### src/hdl/mspsg_pkg.sv
// Shared types, register codes and fixed constants of the motor speed PID.
// No dependencies; every other file of the block but the checker imports this package.
package mspsg_pkg;

  typedef logic signed [12:0] speed_t;
  typedef logic signed [15:0] steer_t;
  typedef logic        [9:0]  dev_t;
  typedef logic signed [15:0] drive_t;
  typedef logic        [9:0]  duty_t;

  typedef logic [2:0] cfg_idx_t;
  typedef logic [9:0] cfg_data_t;

  localparam cfg_idx_t CFG_PROP_GAIN    = 3'd0;
  localparam cfg_idx_t CFG_DERIV_GAIN   = 3'd1;
  localparam cfg_idx_t CFG_NEG_INT_GAIN = 3'd2;
  localparam cfg_idx_t CFG_VAR_INT_GAIN = 3'd3;
  localparam cfg_idx_t CFG_VAR_INT_BIAS = 3'd4;
  localparam cfg_idx_t CFG_TURN_CUT     = 3'd5;

  // divider modes: plain /10, /20, /80, and /(20 << s) for the sigmoid step
  typedef enum logic [1:0] {
    DM_DIV10,
    DM_DIV20,
    DM_DIV80,
    DM_DIV20_SCALED
  } div_mode_t;

  typedef struct packed {
    logic      start;
    div_mode_t mode;
  } div_ctl_t;

  localparam int MUL_W            = 24;
  localparam int DUTY_LIMIT       = 999;
  localparam int CURVE_DEV_LO     = 59;
  localparam int CURVE_DEV_HI     = 77;
  localparam int CURVE_INTEG_MIN  = 100;
  localparam int STALL_SPEED      = 80;
  localparam int STALL_DRIVE      = 900;
  localparam int STALL_TICKS_MAX  = 500;
  localparam int STALL_TICKS_TRIP = 50;

  localparam longint unsigned EXP_M1_Q30 = 64'd395007542;

endpackage

### src/hdl/mspsg_ifs.sv
// Valid/ready channel interfaces: speed sample in, drive word out, config writes.
// Depends on mspsg_pkg.
interface mspsg_in_if;
  import mspsg_pkg::*;
  logic   valid;
  logic   ready;
  speed_t target_speed;
  speed_t measured_speed;
  steer_t steer_error;
  steer_t steer_prev_error;
  dev_t   steer_deviation;
  modport source (output valid, target_speed, measured_speed, steer_error,
                  steer_prev_error, steer_deviation, input ready);
  modport sink (input valid, target_speed, measured_speed, steer_error,
                steer_prev_error, steer_deviation, output ready);
endinterface

interface mspsg_out_if;
  import mspsg_pkg::*;
  logic   valid;
  logic   ready;
  drive_t drive_command;
  duty_t  forward_duty;
  duty_t  reverse_duty;
  logic   stalled;
  modport source (output valid, drive_command, forward_duty, reverse_duty, stalled,
                  input ready);
  modport sink (input valid, drive_command, forward_duty, reverse_duty, stalled,
                output ready);
endinterface

interface mspsg_cfg_if;
  import mspsg_pkg::*;
  logic      valid;
  logic      ready;
  cfg_idx_t  index;
  cfg_data_t data;
  modport source (output valid, index, data, input ready);
  modport sink (input valid, index, data, output ready);
endinterface

### src/hdl/motor_speed_pid_with_stall_guard.sv
// Motor speed PID with variable integral gain, anti-windup, curve cut and stall latch.
// Each word runs the sigmoid index and the integral, derivative and proportional products
// and quotients on the shared bit-serial multiplier (MUL_W steps) and divider (NW steps,
// 42 at the defaults); the sigmoid index and table read are skipped when the error sum is negative.
// One word at a time: a new input is taken only in idle; a finished word may wait in the
// output register. Reset (rst_n low, synchronous): loop state cleared, gains to defaults.
module motor_speed_pid_with_stall_guard #(
  parameter int SIGMOID_ENTRIES = 64,
  parameter int FRAC_BITS       = 8
) (
  input  logic         clk,
  input  logic         rst_n,
  mspsg_cfg_if.sink    cfg_ch,
  mspsg_in_if.sink     in_ch,
  mspsg_out_if.source  out_ch
);
  import mspsg_pkg::*;

  // Datapath width: holds gain * error * 2^FRAC plus 10 * filter state with sign.
  localparam int NW     = (FRAC_BITS + 34 > 41) ? FRAC_BITS + 34 : 41;
  localparam int KW     = $clog2(SIGMOID_ENTRIES);
  localparam int SSHIFT = (16 - FRAC_BITS) & 15;

  localparam logic signed [NW-1:0] S32_MAX = {{(NW-31){1'b0}}, {31{1'b1}}};
  localparam logic signed [NW-1:0] S32_MIN = {{(NW-31){1'b1}}, {31{1'b0}}};
  localparam logic signed [NW-1:0] S16_MAX = {{(NW-15){1'b0}}, {15{1'b1}}};
  localparam logic signed [NW-1:0] S16_MIN = {{(NW-15){1'b1}}, {15{1'b0}}};
  localparam logic signed [NW-1:0] LIM_Q   = NW'(DUTY_LIMIT * (1 << FRAC_BITS));
  localparam logic signed [NW-1:0] CURVE_Q = NW'(CURVE_INTEG_MIN * (1 << FRAC_BITS));
  localparam logic signed [NW-1:0] RND_Q   = NW'((1 << FRAC_BITS) - 1);

  // Sigmoid table, Q0.16, entry k at x = (k - N/2) * 16 / N, built at elaboration.
  typedef logic [15:0] sig_rom_t [SIGMOID_ENTRIES];

  // elaboration-time long division, shift and subtract
  function automatic longint unsigned cdiv(input longint unsigned n,
                                           input longint unsigned d);
    longint unsigned q, r;
    q = '0;
    r = '0;
    for (int b = 63; b >= 0; b--) begin
      r = (r << 1) | ((n >> b) & 64'd1);
      q = q << 1;
      if (r >= d) begin
        r = r - d;
        q = q | 64'd1;
      end
    end
    return q;
  endfunction

  function automatic sig_rom_t build_sig_rom();
    sig_rom_t          rom;
    longint            off;
    longint unsigned   mag, t, whole, f, term, acc, den, num, q;
    longint unsigned   j;
    int                k, i;
    for (k = 0; k < SIGMOID_ENTRIES; k++) begin
      off   = longint'(k) - longint'(SIGMOID_ENTRIES / 2);
      mag   = (off < 0) ? longint'(-off) : longint'(off);
      t     = cdiv(mag * 64'd1048576, 64'(SIGMOID_ENTRIES));
      whole = t >> 16;
      f     = t & 64'hFFFF;
      term  = 64'd1 << 30;
      acc   = term;
      for (i = 1; i <= 12; i++) begin
        term = cdiv(term * f, 64'(i) * 64'd65536);
        if ((i & 1) != 0) acc = acc - term;
        else acc = acc + term;
      end
      for (j = 0; j < whole; j++) begin
        acc = (acc * EXP_M1_Q30 + (64'd1 << 29)) >> 30;
      end
      den = (64'd1 << 30) + acc;
      num = (off >= 0) ? (64'd1 << 46) : (acc << 16);
      q   = cdiv(num + (den >> 1), den);
      rom[k] = (q > 64'd65535) ? 16'hFFFF : q[15:0];
    end
    return rom;
  endfunction

  localparam sig_rom_t SIG_ROM = build_sig_rom();

  function automatic logic signed [31:0] sat32(input logic signed [NW-1:0] v);
    if (v > S32_MAX) return 32'sh7FFF_FFFF;
    if (v < S32_MIN) return 32'sh8000_0000;
    return v[31:0];
  endfunction

  // One-hot sequencer: each serial step gets its own state.
  typedef enum logic [12:0] {
    ST_IDLE = 13'b0000000000001,
    ST_KDIV = 13'b0000000000010, // sigmoid index, /80
    ST_KROM = 13'b0000000000100, // table read
    ST_IMUL = 13'b0000000001000, // integral step product
    ST_IDIV = 13'b0000000010000,
    ST_DMUL = 13'b0000000100000, // derivative product
    ST_DDIV = 13'b0000001000000,
    ST_PMUL = 13'b0000010000000, // proportional product
    ST_PDIV = 13'b0000100000000,
    ST_SUM  = 13'b0001000000000, // raw duty
    ST_AW   = 13'b0010000000000, // anti-windup
    ST_CRV  = 13'b0100000000000, // curve cut, drive truncation
    ST_FIN  = 13'b1000000000000  // stall guard, result out
  } state_t;

  state_t state_r, state_nxt;

  // configuration
  logic [9:0] prop_gain_r, deriv_gain_r, turn_cut_r;
  logic [7:0] neg_gain_r, var_gain_r;
  logic [5:0] var_bias_r;

  // loop state
  logic signed [31:0] integ_r, dfilt_r;
  logic signed [13:0] last_r;
  logic [1:0]         cmark_r;
  logic [8:0]         sticks_r;
  logic               slatch_r;

  // per-word working registers
  logic signed [13:0] e_r;
  logic signed [14:0] sum_r, de_r;
  speed_t             meas_r;
  dev_t               dev_r;
  logic               same_sign_r, opp_sign_r;
  logic [15:0]        sig_r;
  logic signed [NW-1:0] step_r, p_r, duty_r, inew_r;
  drive_t             drive_r;
  logic               launched_r;

  // result register
  logic   out_valid_r;
  drive_t out_drive_r;
  duty_t  out_fwd_r, out_rev_r;
  logic   out_stall_r;

  // serial units
  logic                 mul_start, mul_done;
  logic signed [NW-1:0] mul_mcand, mul_prod;
  logic [MUL_W-1:0]     mul_mplier;
  div_ctl_t             div_ctl;
  logic                 div_done;
  logic signed [NW-1:0] div_num, div_quo;

  mspsg_smul #(.PW(NW)) u_smul (
    .clk    (clk),
    .rst_n  (rst_n),
    .start  (mul_start),
    .mcand  (mul_mcand),
    .mplier (mul_mplier),
    .done   (mul_done),
    .prod   (mul_prod)
  );

  mspsg_sdiv #(.NW(NW), .SHIFT(SSHIFT)) u_sdiv (
    .clk   (clk),
    .rst_n (rst_n),
    .ctl   (div_ctl),
    .num   (div_num),
    .done  (div_done),
    .quo   (div_quo)
  );

  // input word decode
  logic signed [13:0] e_in;
  logic signed [16:0] sd_in;
  logic               se_neg, se_pos, sd_neg, sd_pos;

  always_comb begin
    e_in   = 14'(in_ch.target_speed) - 14'(in_ch.measured_speed);
    sd_in  = 17'(in_ch.steer_error) - 17'(in_ch.steer_prev_error);
    se_neg = in_ch.steer_error < 0;
    se_pos = in_ch.steer_error > 0;
    sd_neg = sd_in < 0;
    sd_pos = sd_in > 0;
  end

  // sigmoid index argument: (5 * bias - |e|) * N
  logic [12:0]          abs_e;
  logic signed [15:0]   kx;
  logic signed [NW-1:0] kq;
  logic [KW-1:0]        kidx;
  logic                 sum_pos;

  always_comb begin
    abs_e   = e_r[13] ? 13'(-e_r) : 13'(e_r);
    kx      = 16'(var_bias_r * 5) - 16'(abs_e);
    sum_pos = !sum_r[14];
    kq      = div_quo + NW'(SIGMOID_ENTRIES / 2);
    if (kq < 0) kidx = '0;
    else if (kq > NW'(SIGMOID_ENTRIES - 1)) kidx = KW'(SIGMOID_ENTRIES - 1);
    else kidx = kq[KW-1:0];
  end

  // operand selection for the shared serial units
  always_comb begin
    mul_mcand    = '0;
    mul_mplier   = '0;
    div_ctl.mode = DM_DIV20;
    div_num      = '0;
    unique case (state_r)
      ST_KDIV: begin
        div_ctl.mode = DM_DIV80;
        div_num      = NW'(kx) * NW'(SIGMOID_ENTRIES);
      end
      ST_IMUL: begin
        if (sum_pos) begin
          mul_mcand  = NW'(sum_r);
          mul_mplier = MUL_W'(var_gain_r) * MUL_W'(sig_r);
        end else begin
          mul_mcand  = NW'(sum_r) <<< FRAC_BITS;
          mul_mplier = MUL_W'(neg_gain_r);
        end
      end
      ST_IDIV: begin
        div_ctl.mode = sum_pos ? DM_DIV20_SCALED : DM_DIV20;
        div_num      = mul_prod;
      end
      ST_DMUL: begin
        mul_mcand  = NW'(de_r) <<< FRAC_BITS;
        mul_mplier = MUL_W'(deriv_gain_r);
      end
      ST_DDIV: begin
        div_num = mul_prod + (NW'(dfilt_r) <<< 3) + (NW'(dfilt_r) <<< 1);
      end
      ST_PMUL: begin
        mul_mcand  = NW'(e_r) <<< FRAC_BITS;
        mul_mplier = MUL_W'(prop_gain_r);
      end
      ST_PDIV: begin
        div_ctl.mode = DM_DIV10;
        div_num      = mul_prod;
      end
      default: begin
      end
    endcase
    mul_start = ((state_r == ST_IMUL) || (state_r == ST_DMUL) || (state_r == ST_PMUL))
                && !launched_r;
    div_ctl.start = ((state_r == ST_KDIV) || (state_r == ST_IDIV) ||
                     (state_r == ST_DDIV) || (state_r == ST_PDIV)) && !launched_r;
  end

  // anti-windup: integrate inside the band with the step clipped to the band edge,
  // outside only when the step points back in
  logic signed [NW-1:0] duty_step, aw_integ, aw_duty, integ_w;
  logic                 in_band;

  always_comb begin
    integ_w   = NW'(integ_r);
    duty_step = duty_r + step_r;
    in_band   = (duty_r > -LIM_Q) && (duty_r < LIM_Q);
    aw_integ  = integ_w;
    aw_duty   = duty_r;
    if (in_band) begin
      if (duty_step > LIM_Q) begin
        aw_integ = integ_w + LIM_Q - duty_r;
        aw_duty  = LIM_Q;
      end else if (duty_step < -LIM_Q) begin
        aw_integ = integ_w - LIM_Q - duty_r;
        aw_duty  = -LIM_Q;
      end else begin
        aw_integ = integ_w + step_r;
        aw_duty  = duty_step;
      end
    end else if ((duty_r >= LIM_Q && step_r < 0) || (duty_r <= -LIM_Q && step_r > 0)) begin
      aw_integ = integ_w + step_r;
      aw_duty  = duty_step;
    end
  end

  // curve entry cut and drive truncation toward zero
  logic signed [31:0]   isat;
  logic                 curve_cut;
  logic signed [NW-1:0] trunc_q;
  drive_t               drive_w;

  always_comb begin
    isat      = sat32(inew_r);
    curve_cut = same_sign_r && (dev_r >= dev_t'(CURVE_DEV_LO)) &&
                (dev_r <= dev_t'(CURVE_DEV_HI)) && (NW'(isat) > CURVE_Q) &&
                (cmark_r != 2'd2);
    trunc_q   = duty_r[NW-1] ? ((duty_r + RND_Q) >>> FRAC_BITS) : (duty_r >>> FRAC_BITS);
    if (trunc_q > S16_MAX) drive_w = 16'sh7FFF;
    else if (trunc_q < S16_MIN) drive_w = 16'sh8000;
    else drive_w = trunc_q[15:0];
  end

  // stall guard and duty mapping
  logic        stall_hot, latch_w;
  logic [8:0]  sticks_w;
  logic [16:0] drive_neg;
  duty_t       fwd_w, rev_w;

  always_comb begin
    stall_hot = (meas_r < speed_t'(STALL_SPEED)) && (drive_r > drive_t'(STALL_DRIVE));
    if (!stall_hot) sticks_w = '0;
    else if (sticks_r < 9'(STALL_TICKS_MAX)) sticks_w = sticks_r + 1'b1;
    else sticks_w = sticks_r;
    latch_w   = slatch_r || (sticks_w >= 9'(STALL_TICKS_TRIP));
    drive_neg = 17'(-(17'(drive_r)));
    fwd_w     = '0;
    rev_w     = '0;
    if (!latch_w) begin
      if (!drive_r[15]) begin
        fwd_w = (drive_r > drive_t'(DUTY_LIMIT)) ? duty_t'(DUTY_LIMIT) : drive_r[9:0];
      end else begin
        rev_w = (drive_neg > 17'(DUTY_LIMIT)) ? duty_t'(DUTY_LIMIT) : drive_neg[9:0];
      end
    end
  end

  logic out_free;
  assign out_free = !out_valid_r || out_ch.ready;

  // next state
  always_comb begin
    state_nxt = state_r;
    unique case (state_r)
      ST_IDLE: if (in_ch.valid) state_nxt = (e_in + 15'(last_r) >= 0) ? ST_KDIV : ST_IMUL;
      ST_KDIV: if (div_done) state_nxt = ST_KROM;
      ST_KROM: state_nxt = ST_IMUL;
      ST_IMUL: if (mul_done) state_nxt = ST_IDIV;
      ST_IDIV: if (div_done) state_nxt = ST_DMUL;
      ST_DMUL: if (mul_done) state_nxt = ST_DDIV;
      ST_DDIV: if (div_done) state_nxt = ST_PMUL;
      ST_PMUL: if (mul_done) state_nxt = ST_PDIV;
      ST_PDIV: if (div_done) state_nxt = ST_SUM;
      ST_SUM:  state_nxt = ST_AW;
      ST_AW:   state_nxt = ST_CRV;
      ST_CRV:  state_nxt = ST_FIN;
      ST_FIN:  if (out_free) state_nxt = ST_IDLE;
      default: state_nxt = ST_IDLE;
    endcase
  end

  // control and loop state
  always_ff @(posedge clk) begin
    if (!rst_n) begin
      state_r      <= ST_IDLE;
      launched_r   <= 1'b0;
      prop_gain_r  <= 10'd180;
      deriv_gain_r <= 10'd10;
      neg_gain_r   <= 8'd11;
      var_gain_r   <= 8'd4;
      var_bias_r   <= 6'd6;
      turn_cut_r   <= 10'd50;
      integ_r      <= '0;
      dfilt_r      <= '0;
      last_r       <= '0;
      cmark_r      <= '0;
      sticks_r     <= '0;
      slatch_r     <= 1'b0;
      out_valid_r  <= 1'b0;
    end else begin
      state_r <= state_nxt;
      if (mul_done || div_done) launched_r <= 1'b0;
      else if (mul_start || div_ctl.start) launched_r <= 1'b1;

      if (cfg_ch.valid) begin
        case (cfg_ch.index)
          CFG_PROP_GAIN:    prop_gain_r  <= cfg_ch.data;
          CFG_DERIV_GAIN:   deriv_gain_r <= cfg_ch.data;
          CFG_NEG_INT_GAIN: neg_gain_r   <= cfg_ch.data[7:0];
          CFG_VAR_INT_GAIN: var_gain_r   <= cfg_ch.data[7:0];
          CFG_VAR_INT_BIAS: var_bias_r   <= cfg_ch.data[5:0];
          CFG_TURN_CUT:     turn_cut_r   <= cfg_ch.data;
          default: ;
        endcase
      end

      if (state_r == ST_DDIV && div_done) dfilt_r <= sat32(div_quo);

      if (state_r == ST_CRV) begin
        if (curve_cut) begin
          integ_r <= sat32(NW'(isat) - (NW'(turn_cut_r) <<< FRAC_BITS));
          cmark_r <= 2'd2;
        end else begin
          integ_r <= isat;
        end
        if (opp_sign_r) cmark_r <= 2'd0;
        last_r <= e_r;
      end

      if (out_valid_r && out_ch.ready) out_valid_r <= 1'b0;
      if (state_r == ST_FIN && out_free) begin
        sticks_r    <= sticks_w;
        slatch_r    <= latch_w;
        out_valid_r <= 1'b1;
      end
    end
  end

  // per-word datapath registers
  always_ff @(posedge clk) begin
    if (state_r == ST_IDLE && in_ch.valid) begin
      e_r         <= e_in;
      sum_r       <= 15'(e_in) + 15'(last_r);
      de_r        <= 15'(e_in) - 15'(last_r);
      meas_r      <= in_ch.measured_speed;
      dev_r       <= in_ch.steer_deviation;
      same_sign_r <= (sd_neg && se_neg) || (sd_pos && se_pos);
      opp_sign_r  <= (sd_pos && se_neg) || (sd_neg && se_pos);
    end
    if (state_r == ST_KROM) sig_r <= SIG_ROM[kidx];
    if (state_r == ST_IDIV && div_done) step_r <= div_quo;
    if (state_r == ST_PDIV && div_done) p_r <= div_quo;
    if (state_r == ST_SUM) duty_r <= integ_w + p_r + NW'(dfilt_r);
    if (state_r == ST_AW) begin
      inew_r <= aw_integ;
      duty_r <= aw_duty;
    end
    if (state_r == ST_CRV) drive_r <= drive_w;
    if (state_r == ST_FIN && out_free) begin
      out_drive_r <= drive_r;
      out_fwd_r   <= fwd_w;
      out_rev_r   <= rev_w;
      out_stall_r <= latch_w;
    end
  end

  assign in_ch.ready          = (state_r == ST_IDLE);
  assign cfg_ch.ready         = 1'b1;
  assign out_ch.valid         = out_valid_r;
  assign out_ch.drive_command = out_drive_r;
  assign out_ch.forward_duty  = out_fwd_r;
  assign out_ch.reverse_duty  = out_rev_r;
  assign out_ch.stalled       = out_stall_r;

endmodule

### src/hdl/mspsg_smul.sv
// Bit-serial shift-add multiplier: unsigned multiplier one bit per cycle.
// Depends on mspsg_pkg (MUL_W).
module mspsg_smul #(
  parameter int PW = 42
) (
  input  logic                        clk,
  input  logic                        rst_n,
  input  logic                        start,
  input  logic signed [PW-1:0]        mcand,
  input  logic [mspsg_pkg::MUL_W-1:0] mplier,
  output logic                        done,
  output logic signed [PW-1:0]        prod
);
  import mspsg_pkg::*;

  localparam int CW = $clog2(MUL_W);

  logic              busy_r;
  logic              done_r;
  logic [CW-1:0]     cnt_r;
  logic signed [PW-1:0] acc_r;
  logic signed [PW-1:0] mc_r;
  logic [MUL_W-1:0]  mp_r;

  always_ff @(posedge clk) begin
    if (!rst_n) begin
      busy_r <= 1'b0;
      done_r <= 1'b0;
      cnt_r  <= '0;
    end else begin
      done_r <= 1'b0;
      if (start) begin
        busy_r <= 1'b1;
        cnt_r  <= '0;
      end else if (busy_r) begin
        cnt_r <= cnt_r + 1'b1;
        if (cnt_r == CW'(MUL_W - 1)) begin
          busy_r <= 1'b0;
          done_r <= 1'b1;
        end
      end
    end
  end

  always_ff @(posedge clk) begin
    if (start) begin
      acc_r <= '0;
      mc_r  <= mcand;
      mp_r  <= mplier;
    end else if (busy_r) begin
      if (mp_r[0]) begin
        acc_r <= acc_r + mc_r;
      end
      mc_r <= mc_r <<< 1;
      mp_r <= mp_r >> 1;
    end
  end

  assign done = done_r;
  assign prod = acc_r;

endmodule

### src/hdl/mspsg_sdiv.sv
// Bit-serial restoring divider by a small constant, rounding half away from zero.
// Depends on mspsg_pkg (div_ctl_t, div_mode_t).
module mspsg_sdiv #(
  parameter int NW    = 42,
  parameter int SHIFT = 8
) (
  input  logic                  clk,
  input  logic                  rst_n,
  input  mspsg_pkg::div_ctl_t   ctl,
  input  logic signed [NW-1:0]  num,
  output logic                  done,
  output logic signed [NW-1:0]  quo
);
  import mspsg_pkg::*;

  localparam int CW = $clog2(NW);

  logic          busy_r;
  logic          done_r;
  logic [CW-1:0] cnt_r;
  logic          neg_r;
  logic [6:0]    dv_r;
  logic [6:0]    rem_r;
  logic [NW-1:0] a_r;

  logic [NW-1:0] mag;
  logic [NW-1:0] prep;
  logic [6:0]    dv;
  logic [7:0]    trial;
  logic          ge;

  always_comb begin
    mag = num[NW-1] ? NW'(-num) : NW'(num);
    unique case (ctl.mode)
      DM_DIV10: begin
        dv   = 7'd10;
        prep = mag + NW'(5);
      end
      DM_DIV20: begin
        dv   = 7'd20;
        prep = mag + NW'(10);
      end
      DM_DIV80: begin
        dv   = 7'd80;
        prep = mag + NW'(40);
      end
      DM_DIV20_SCALED: begin
        dv   = 7'd20;
        prep = (mag + (NW'(10) << SHIFT)) >> SHIFT;
      end
      default: begin
        dv   = 7'd20;
        prep = mag;
      end
    endcase
    trial = {rem_r, a_r[NW-1]};
    ge    = trial >= {1'b0, dv_r};
  end

  always_ff @(posedge clk) begin
    if (!rst_n) begin
      busy_r <= 1'b0;
      done_r <= 1'b0;
      cnt_r  <= '0;
    end else begin
      done_r <= 1'b0;
      if (ctl.start) begin
        busy_r <= 1'b1;
        cnt_r  <= '0;
      end else if (busy_r) begin
        cnt_r <= cnt_r + 1'b1;
        if (cnt_r == CW'(NW - 1)) begin
          busy_r <= 1'b0;
          done_r <= 1'b1;
        end
      end
    end
  end

  // quotient bits shift into the dividend register from the bottom
  always_ff @(posedge clk) begin
    if (ctl.start) begin
      neg_r <= num[NW-1];
      dv_r  <= dv;
      rem_r <= '0;
      a_r   <= prep;
    end else if (busy_r) begin
      rem_r <= ge ? 7'(trial - {1'b0, dv_r}) : trial[6:0];
      a_r   <= {a_r[NW-2:0], ge};
    end
  end

  assign done = done_r;
  assign quo  = neg_r ? -$signed(a_r) : $signed(a_r);

endmodule

### src/flat_wrapper.sv
// flat-port wrapper written by rule: the top's interface ports become plain ports
module motor_speed_pid_with_stall_guard_flat import mspsg_pkg::*;
#(
  parameter int SIGMOID_ENTRIES = 64,
  parameter int FRAC_BITS       = 8
)
  (clk, rst_n, cfg_ch_valid, cfg_ch_index, cfg_ch_data, cfg_ch_ready, in_ch_valid, in_ch_target_speed, in_ch_measured_speed, in_ch_steer_error, in_ch_steer_prev_error, in_ch_steer_deviation, in_ch_ready, out_ch_valid, out_ch_drive_command, out_ch_forward_duty, out_ch_reverse_duty, out_ch_stalled, out_ch_ready);
  mspsg_cfg_if cfg_ch_i ();
  mspsg_in_if in_ch_i ();
  mspsg_out_if out_ch_i ();
  input  logic clk;
  input  logic rst_n;
  input wire logic [$bits(cfg_ch_i.valid)-1:0] cfg_ch_valid;
  input wire logic [$bits(cfg_ch_i.index)-1:0] cfg_ch_index;
  input wire logic [$bits(cfg_ch_i.data)-1:0] cfg_ch_data;
  output wire logic [$bits(cfg_ch_i.ready)-1:0] cfg_ch_ready;
  input wire logic [$bits(in_ch_i.valid)-1:0] in_ch_valid;
  input wire logic [$bits(in_ch_i.target_speed)-1:0] in_ch_target_speed;
  input wire logic [$bits(in_ch_i.measured_speed)-1:0] in_ch_measured_speed;
  input wire logic [$bits(in_ch_i.steer_error)-1:0] in_ch_steer_error;
  input wire logic [$bits(in_ch_i.steer_prev_error)-1:0] in_ch_steer_prev_error;
  input wire logic [$bits(in_ch_i.steer_deviation)-1:0] in_ch_steer_deviation;
  output wire logic [$bits(in_ch_i.ready)-1:0] in_ch_ready;
  output wire logic [$bits(out_ch_i.valid)-1:0] out_ch_valid;
  output wire logic [$bits(out_ch_i.drive_command)-1:0] out_ch_drive_command;
  output wire logic [$bits(out_ch_i.forward_duty)-1:0] out_ch_forward_duty;
  output wire logic [$bits(out_ch_i.reverse_duty)-1:0] out_ch_reverse_duty;
  output wire logic [$bits(out_ch_i.stalled)-1:0] out_ch_stalled;
  input wire logic [$bits(out_ch_i.ready)-1:0] out_ch_ready;
  assign cfg_ch_i.valid = cfg_ch_valid;
  assign cfg_ch_i.index = cfg_ch_index;
  assign cfg_ch_i.data = cfg_ch_data;
  assign cfg_ch_ready = cfg_ch_i.ready;
  assign in_ch_i.valid = in_ch_valid;
  assign in_ch_i.target_speed = in_ch_target_speed;
  assign in_ch_i.measured_speed = in_ch_measured_speed;
  assign in_ch_i.steer_error = in_ch_steer_error;
  assign in_ch_i.steer_prev_error = in_ch_steer_prev_error;
  assign in_ch_i.steer_deviation = in_ch_steer_deviation;
  assign in_ch_ready = in_ch_i.ready;
  assign out_ch_valid = out_ch_i.valid;
  assign out_ch_drive_command = out_ch_i.drive_command;
  assign out_ch_forward_duty = out_ch_i.forward_duty;
  assign out_ch_reverse_duty = out_ch_i.reverse_duty;
  assign out_ch_stalled = out_ch_i.stalled;
  assign out_ch_i.ready = out_ch_ready;
  motor_speed_pid_with_stall_guard #(.SIGMOID_ENTRIES(SIGMOID_ENTRIES), .FRAC_BITS(FRAC_BITS)) u_core (.clk(clk), .rst_n(rst_n), .cfg_ch(cfg_ch_i), .in_ch(in_ch_i), .out_ch(out_ch_i));
endmodule
### config.mk
export PLATFORM = sky130hd
export DESIGN_NAME = motor_speed_pid_with_stall_guard_flat
export DESIGN_NICKNAME = d
export VERILOG_FILES = /design/src/hdl/mspsg_pkg.sv /design/src/hdl/mspsg_ifs.sv /design/src/hdl/motor_speed_pid_with_stall_guard.sv /design/src/hdl/mspsg_smul.sv /design/src/hdl/mspsg_sdiv.sv /design/src/flat_wrapper.sv
export SDC_FILE = /design/constraint.sdc
export NUM_CORES = 2
export LEC_CHECK = 0
export BUFFER_PORTS_ARGS = -buffer_cell sky130_fd_sc_hd__clkbuf_2
export CELL_PAD_IN_SITES_DETAIL_PLACEMENT = 0
export CELL_PAD_IN_SITES_GLOBAL_PLACEMENT = 2
export CORE_MARGIN = 8
export CORE_UTILIZATION = 40
export CTS_CLUSTER_SIZE = 28
export DETAILED_ROUTE_END_ITERATION = 8
export HOLD_SLACK_MARGIN = 0.1
export PLACE_DENSITY_LB_ADDON = 0.1
export SLEW_MARGIN = 20
export SYNTH_ARGS = -nofsm -noshare
export SYNTH_HDL_FRONTEND = slang
export SYNTH_HIERARCHICAL = 1
export SYNTH_SLANG_ARGS = --single-unit
### constraint.sdc
create_clock -name clk -period 14.49 [get_ports clk]
set_input_delay 2.1735 -clock clk [delete_from_list [all_inputs] [get_ports clk]]
set_output_delay 2.1735 -clock clk [all_outputs]
set_load 0.03 [all_outputs]
Word level (Yosys, flattened, before mapping)
Memory sizes are Yosys's and may differ from the RTL's. A register that Yosys moved wholly into a read port is not among the register bits.
Index checks and enable logic that the tools add are counted.
{"block": "classes", "mux": 92, "addsub": 32, "n_mul": 2, "bitwise": 5, "n_eq_ne": 34, "reduce_logical": 62, "order_cmp": 33}
{"op": "$mux 42", "n": 18}
{"op": "$mux 32", "n": 13}
{"op": "$pmux 42 s3", "n": 2}
{"op": "$pmux 13 s13", "n": 1}
{"op": "$pmux 42 s4", "n": 1}
{"op": "$mux 13", "n": 10}
{"op": "$gt 42x32->1 const B", "n": 3}
{"op": "$lt 42x32->1 const B", "n": 3}
{"op": "$add 32x42->42", "n": 2}
{"op": "$add 42x42->42", "n": 2}
{"op": "$gt 42x19->1 const B", "n": 2}
{"op": "$lt 42x1->1 const B", "n": 2}
{"op": "$lt 42x19->1 const B", "n": 2}
{"op": "$neg 42->42", "n": 2}
{"op": "$sub 42x42->42", "n": 2}
{"op": "$mux 24", "n": 3}
{"op": "$pmux 24 s3", "n": 1}
{"op": "$add 42x12->42 const B", "n": 1}
{"op": "$add 42x3->42 const B", "n": 1}
{"op": "$add 42x32->42", "n": 1}
{"op": "$add 42x33->42", "n": 1}
{"op": "$add 42x35->42", "n": 1}
{"op": "$add 42x4->42 const B", "n": 1}
{"op": "$add 42x6->42 const B", "n": 1}
{"op": "other kinds (83)", "n": 184}
{"block": "totals", "mem_count": 1, "romBits": 1024, "out_inout_bits": 40, "elab_cells": 307, "reg_bits": 627}
{"name": "(no name shown)", "depth": 64, "word_bits": 16, "read_ports": 1, "rd_clocked_by_memory_dff": 1, "write_ports": 0, "line": "motor_speed_pid_with_stall_guard.sv:405", "source": "if (state_r == ST_KROM) sig_r <= SIG_ROM[kidx];"}

Logic depth before layout (Yosys ltp)
{"block": "logic_depth", "depth_word": 18, "ltp_mapped": 38, "depth_no_buf": 36}

Modules after synthesis
The synthesis kept the hierarchy.
{"module": "motor_speed_pid_with_stall_guard", "cells_each": 5326, "area_per_inst_um2": 45541.2, "seq_area_each_um2": 12161.7, "instances": 1}
{"module": "mspsg_sdiv", "cells_each": 1159, "area_per_inst_um2": 8657.1, "seq_area_each_um2": 1711.6, "instances": 1}
{"module": "mspsg_smul", "cells_each": 666, "area_per_inst_um2": 6739.0, "seq_area_each_um2": 2962.8, "instances": 1}

Least setup slack after synthesis
No wires, ideal clock.
{"block": "synth_timing", "path_kind": "register -> register", "from": "register u_core.e_r[13]", "to": "register u_core.u_sdiv.a_r[39], data pin", "arrival_time_ns": 7.149, "t_required_ns": 14.220, "period_less_slack_ns": 7.420, "slack_ns": 7.070, "setup_ns": 0.270, "stages_incl_launch_ff": 31, "cell_sequence": "edfxtp_1 clkbuf_1 o21ai_0 xor2_1 ha_1 inv_1 fa_1 inv_1 ha_1 a21oi_1 o21bai_1 a21oi_1 nor2_1 nor2_1 o21bai_1 a21oi_1 nor2b_1 o21a_1 xnor2_1 o221ai_1 or4_1 or4_1 buf_2 or3_1 o31ai_1 xor2_1 or4_1 nor4_1 a311oi_1 a311oi_1 a21oi_1"}
{"block": "synth_via", "elab_chain_cells": 8, "word_cells_on_any_way": 10, "classes_between": "add/sub: 5; mux: 5"}
{"item": "start, declared", "line": "motor_speed_pid_with_stall_guard.sv:122", "source": "logic signed [13:0] e_r;"}
{"item": "start signal, assigned", "line": "motor_speed_pid_with_stall_guard.sv:397", "source": "e_r <= e_in;"}
{"item": "$mux 13 (*)", "line": "motor_speed_pid_with_stall_guard.sv:187", "source": "abs_e = e_r[13] ? 13'(-e_r) : 13'(e_r);"}
{"item": "$sub 9x13->14 (*)", "line": "motor_speed_pid_with_stall_guard.sv:188", "source": "kx = 16'(var_bias_r * 5) - 16'(abs_e);"}
{"item": "$pmux 42 s3 (*)", "line": "motor_speed_pid_with_stall_guard.sv:202", "source": "unique case (state_r)"}
{"item": "via u_core.div_num[17]", "line": "motor_speed_pid_with_stall_guard.sv:144", "source": "logic signed [NW-1:0] div_num, div_quo;"}
{"item": "$neg 42->42", "line": "mspsg_sdiv.sv:33", "source": "mag = num[NW-1] ? NW'(-num) : NW'(num);"}
{"item": "$mux 42 (*)", "line": "mspsg_sdiv.sv:33"}
{"item": "$add 42x6->42, or another cell as far along", "line": "mspsg_sdiv.sv:45", "source": "prep = mag + NW'(40);"}
{"item": "$pmux 42 s4 (*)", "line": "mspsg_sdiv.sv:34", "source": "unique case (ctl.mode)"}
{"item": "$mux 42 (*)", "line": "mspsg_sdiv.sv:82", "source": "if (ctl.start) begin"}
{"item": "end signal, assigned", "line": "mspsg_sdiv.sv:86", "source": "a_r <= prep;"}
{"item": "end signal, assigned", "line": "mspsg_sdiv.sv:89", "source": "a_r <= {a_r[NW-2:0], ge};"}
{"item": "end, declared", "line": "mspsg_sdiv.sv:24", "source": "logic [NW-1:0] a_r;"}
The timed path passes the listed nets; every way through them passes the cells marked *.
A chain may end at the register's enable or synchronous reset.

Worst setup path after layout
{"block": "layout_timing", "from": "register u_core.dfilt_r[7]", "to": "register u_core.u_sdiv.a_r[37], data pin"}
{"block": "layout_via", "word_cells_on_any_way": 10, "classes_between": "add/sub: 6; mux: 4"}
{"item": "start, declared", "line": "motor_speed_pid_with_stall_guard.sv:115", "source": "logic signed [31:0] integ_r, dfilt_r;"}
{"item": "start signal, assigned", "line": "motor_speed_pid_with_stall_guard.sv:372", "source": "if (state_r == ST_DDIV && div_done) dfilt_r <= sat32(div_quo);"}
{"item": "$add 42x35->42", "line": "motor_speed_pid_with_stall_guard.sv:225", "source": "div_num = mul_prod + (NW'(dfilt_r) <<< 3) + (NW'(dfilt_r) <<< 1);"}
{"item": "$add 42x33->42 (*)", "line": "motor_speed_pid_with_stall_guard.sv:225"}
{"item": "$pmux 42 s3 (*)", "line": "motor_speed_pid_with_stall_guard.sv:202"}
{"item": "via u_core.div_num[41]", "line": "motor_speed_pid_with_stall_guard.sv:144"}
{"item": "$mux 42 (*)", "line": "mspsg_sdiv.sv:33"}
{"item": "$add 42x6->42, or another cell as far along", "line": "mspsg_sdiv.sv:45"}
{"item": "$pmux 42 s4 (*)", "line": "mspsg_sdiv.sv:34"}
{"item": "$mux 42 (*)", "line": "mspsg_sdiv.sv:82"}
Marked as above.

==> qor.csv <==
stage;metric;value;unit
grt;grt_pass1_wl;330000;um
critical_path;criticalPathCategory;register to register;
critical_path;cp-end-kind;register;
routing;wl_met3;11000;um
timing;hold_viol;0;
die;io_pins;126;
critical_path;critPathMostFrequentCell;a21o_1;
timing;slew_headroom;26.0;%
clock_network;cts_tree;done;
die;die-area;165000;um2
layout;area_growth;9.52;%
routing;drcViolationCount;0;
routing;first_pass_iters;6;
grt;grt.total_usage;25.5;%
die;die_x;406;um
clock_network;cts_setup_buffers;0;
timing;clock_skew;0.0336;ns
clock_network;cts-buffers-inserted;86;
timing;slew_violations;0;
clock_network;cts_num_sinks;634;
timing;rsz0062_at_grt;false;
critical_path;slowest_stage;nor4b_1;
clock_network;cts_buffer_depth;3;
layout;drive_gt1_share;7.95;%
die;die_h;406;um
layout;nFillCells;15100;
placed_design;io_buffers;124;
clock_network;cts_root_buffer;clkbuf_16;
routing;route.met2.wl;99800;um
routing;vias_per_cell;5.90;
critical_path;cp.depth;27;
routing;drt-initial-drc-count;4474;
synthesis;syn-cell-area;60900;um2
routing;wl_per_cell;23.7;um
die;start_util;40.2;%
critical_path;slowest_delay;0.64;ns
synthesis;synth_edf_count;414;
timing;worst_pin_slew;1.11;ns
grt;grt_pass1_vias;52800;
pwr;p_total;7170;uW
clock_network;cts_hold_buf;0;
grt;grt_max_degree;67;
routing;wl;219000;um
layout;fin_cells;9250;
timing;finalSetupViolations;0;
synthesis;syn_inst;7151;
synthesis;synth.avg_cell_area;8.52;um2
grt;antenna_found_initial;1;
clock_network;clock_latency;0.69;ns
worst_hold_path;hp-class;register to register;
synthesis;ys_async_sr_fraction;0;%
die;core_area;152000;um2
die;rows;143;
pwr;peakVddDrop;0.101;mV
synthesis;ys_types;111;
synthesis;synth-warning-count;6;
placed_design;hpwl;170000;um
critical_path;cp_max_fo;47;
grt;grt_remaining_overflow;0;
layout;nets;7923;
pwr;power_density;107;nW/um2
routing;ant_nets;0;
synthesis;ys_seq_elements;634;
clock_network;cts_max_level;3;
routing;drt-met1-wl;101000;um
routing;dr.max_layer_used;met4;
synthesis;yosysSeqAreaShare;27.6;%
timing;fin_crit;8.86;ns
critical_path;reg2reg_depth;27;
worst_hold_path;holdPathStages;2;
timing;tns;0;ns
placed_design;dpl.cell_count;9086;
critical_path;critPathRequiredTime;14.93;ns
critical_path;setup.worst_path.start_class;register;
synthesis;synth.net_count;7929;
critical_path;path_buf_inv;3;
critical_path;cp.arrival;9.30;ns
flow_run;maxCapViolCount;0;
synthesis;ys.flop_type;edfxtp_1;
outcome;status;finished clean;
placed_design;gp_congestion;0.934;
timing;fin_crit_sh;61.1;%
timing;max_freq;113;MHz
routing;num_vias;54600;
clock_network;ctsResizeCount;0;
pwr;p_leak;0.0276;uW
critical_path;cp_top_family;compound AO/OA/AOI/OAI gates;
clock_network;clkTransAtPathRegs;0.06;ns
==> final timing paths <==
check | startpoint | end | slack, ns
setup / recovery | u_core/dfilt_r[7] | u_core/u_sdiv/a_r[37] | 5.63
hold / removal | u_core/prop_gain_r[9] | u_core/prop_gain_r[9] | 0.47
setup reg to reg | u_core/dfilt_r[7] | u_core/u_sdiv/a_r[37] | 5.63
hold reg to reg | u_core/prop_gain_r[9] | u_core/prop_gain_r[9] | 0.47
==> cell usage after synthesis, types with 174 or more instances <==
master    count  share of area (%)
ha_1        520                 11
nand2_1     687                4.2
edfxtp_1    414                 20
nor3_1      175                1.4
dfxtp_1     220                7.2
a21oi_1     567                4.7
nor2_1      449                2.8
o21ai_0     408                3.4
inv_1       484                3.0
a21o_1      187                2.3
xnor2_1     335                4.8
clkbuf_1    278                1.7
xor2_1      174                2.5
==> area by class of cell <==
cell class	count	area, um2	area share, %
timing repair buffer	223	1370	2.05
clock buffer	112	2480	3.71
clock inverter	49	495	0.742
antenna	2	5.00	0.00750
multi-input combinational	5712	41200	61.7
tap	2030	2540	3.81
inverter	488	1830	2.75
sequential	634	16800	25.2
==> worst min-delay path: cells and delay by family (launching register included) <==
family	cells	cell delay [ns]
DFF	1	0.31
AOI/OAI and AO/OA	1	0.06
and+or+nand+nor	1	0.05
==> routing by layer <==
layer | GRT usage, % | vias up
met2 | 41.6 | 1564
met4 | 8.00 | 0
met5 | 0 | -
met1 | 35.1 | 26500
met3 | 3.23 | 362
li1 | - | 26200
==> power breakdown <==
part / internal (uW) / switching, uW
clock: 1330 / 916
combinational: 880 / 1630
sequential: 2190 / 225
total: 4410 / 2770
==> cell usage in the layout (no fill, tap or decap), types with 72 or more instances in the layout <==
master,n
inv_1,483
o21a_1,82
o21ai_0,403
xor2_1,173
nor3_1,175
clkbuf_2,123
nor4_1,81
buf_4,99
xnor2_1,330
a21boi_0,73
edfxtp_1,414
o21bai_1,72
nand2_1,686
a21oi_1,566
mux2_2,76
ha_1,519
fa_1,172
nor2_1,441
nor2b_1,74
a31oi_1,76
and2_1,113
a21o_1,186
clkbuf_16,91
nand4_1,102
nand3_1,159
o211ai_1,82
dfxtp_1,219
==> sequential cells by signal, summed over array words and instances, names as in the netlist, 24 cells and up <==
register,cells
u_core/u_sdiv/a_r,42
u_core/p_r,42
u_core/u_smul/mc_r,42
u_core/dfilt_r,32
u_core/inew_r,42
u_core/u_smul/prod,42
u_core/integ_r,32
u_core/duty_r,42
u_core/step_r,42
u_core/u_smul/mp_r,24
==> per-stage QoR <==
| stage | instance area [um2] | util [%] | hold slack [ns] | setup slack [ns] |
|---|---|---|---|---|
| floorplan | 60900 | - | 0.424 | 7.07 |
| global placement | 63700 | 42.0 | 0.450 | 5.75 |
| detailed placement | 63700 | 42.1 | 0.456 | 5.73 |
| CTS | 66700 | 44.0 | 0.466 | 5.70 |
| global route | 66700 | 44.0 | 0.484 | 4.92 |
| finish | 66700 | 44.0 | 0.466 | 5.63 |
==> logic make-up after synthesis <==
group	count (synthesis)	share of synthesized area [%]
XOR/XNOR	509	7.32
other	1	0.00615
flip-flops	634	27.6
AO/OA/AOI/OAI	2176	23.5
adder cells (fa/ha/maj)	692	16.3
AND/OR/NAND/NOR	2203	17.9
buffers and inverters	805	5.06
multiplexers	131	2.31
Power figures use the tool's default switching activity.
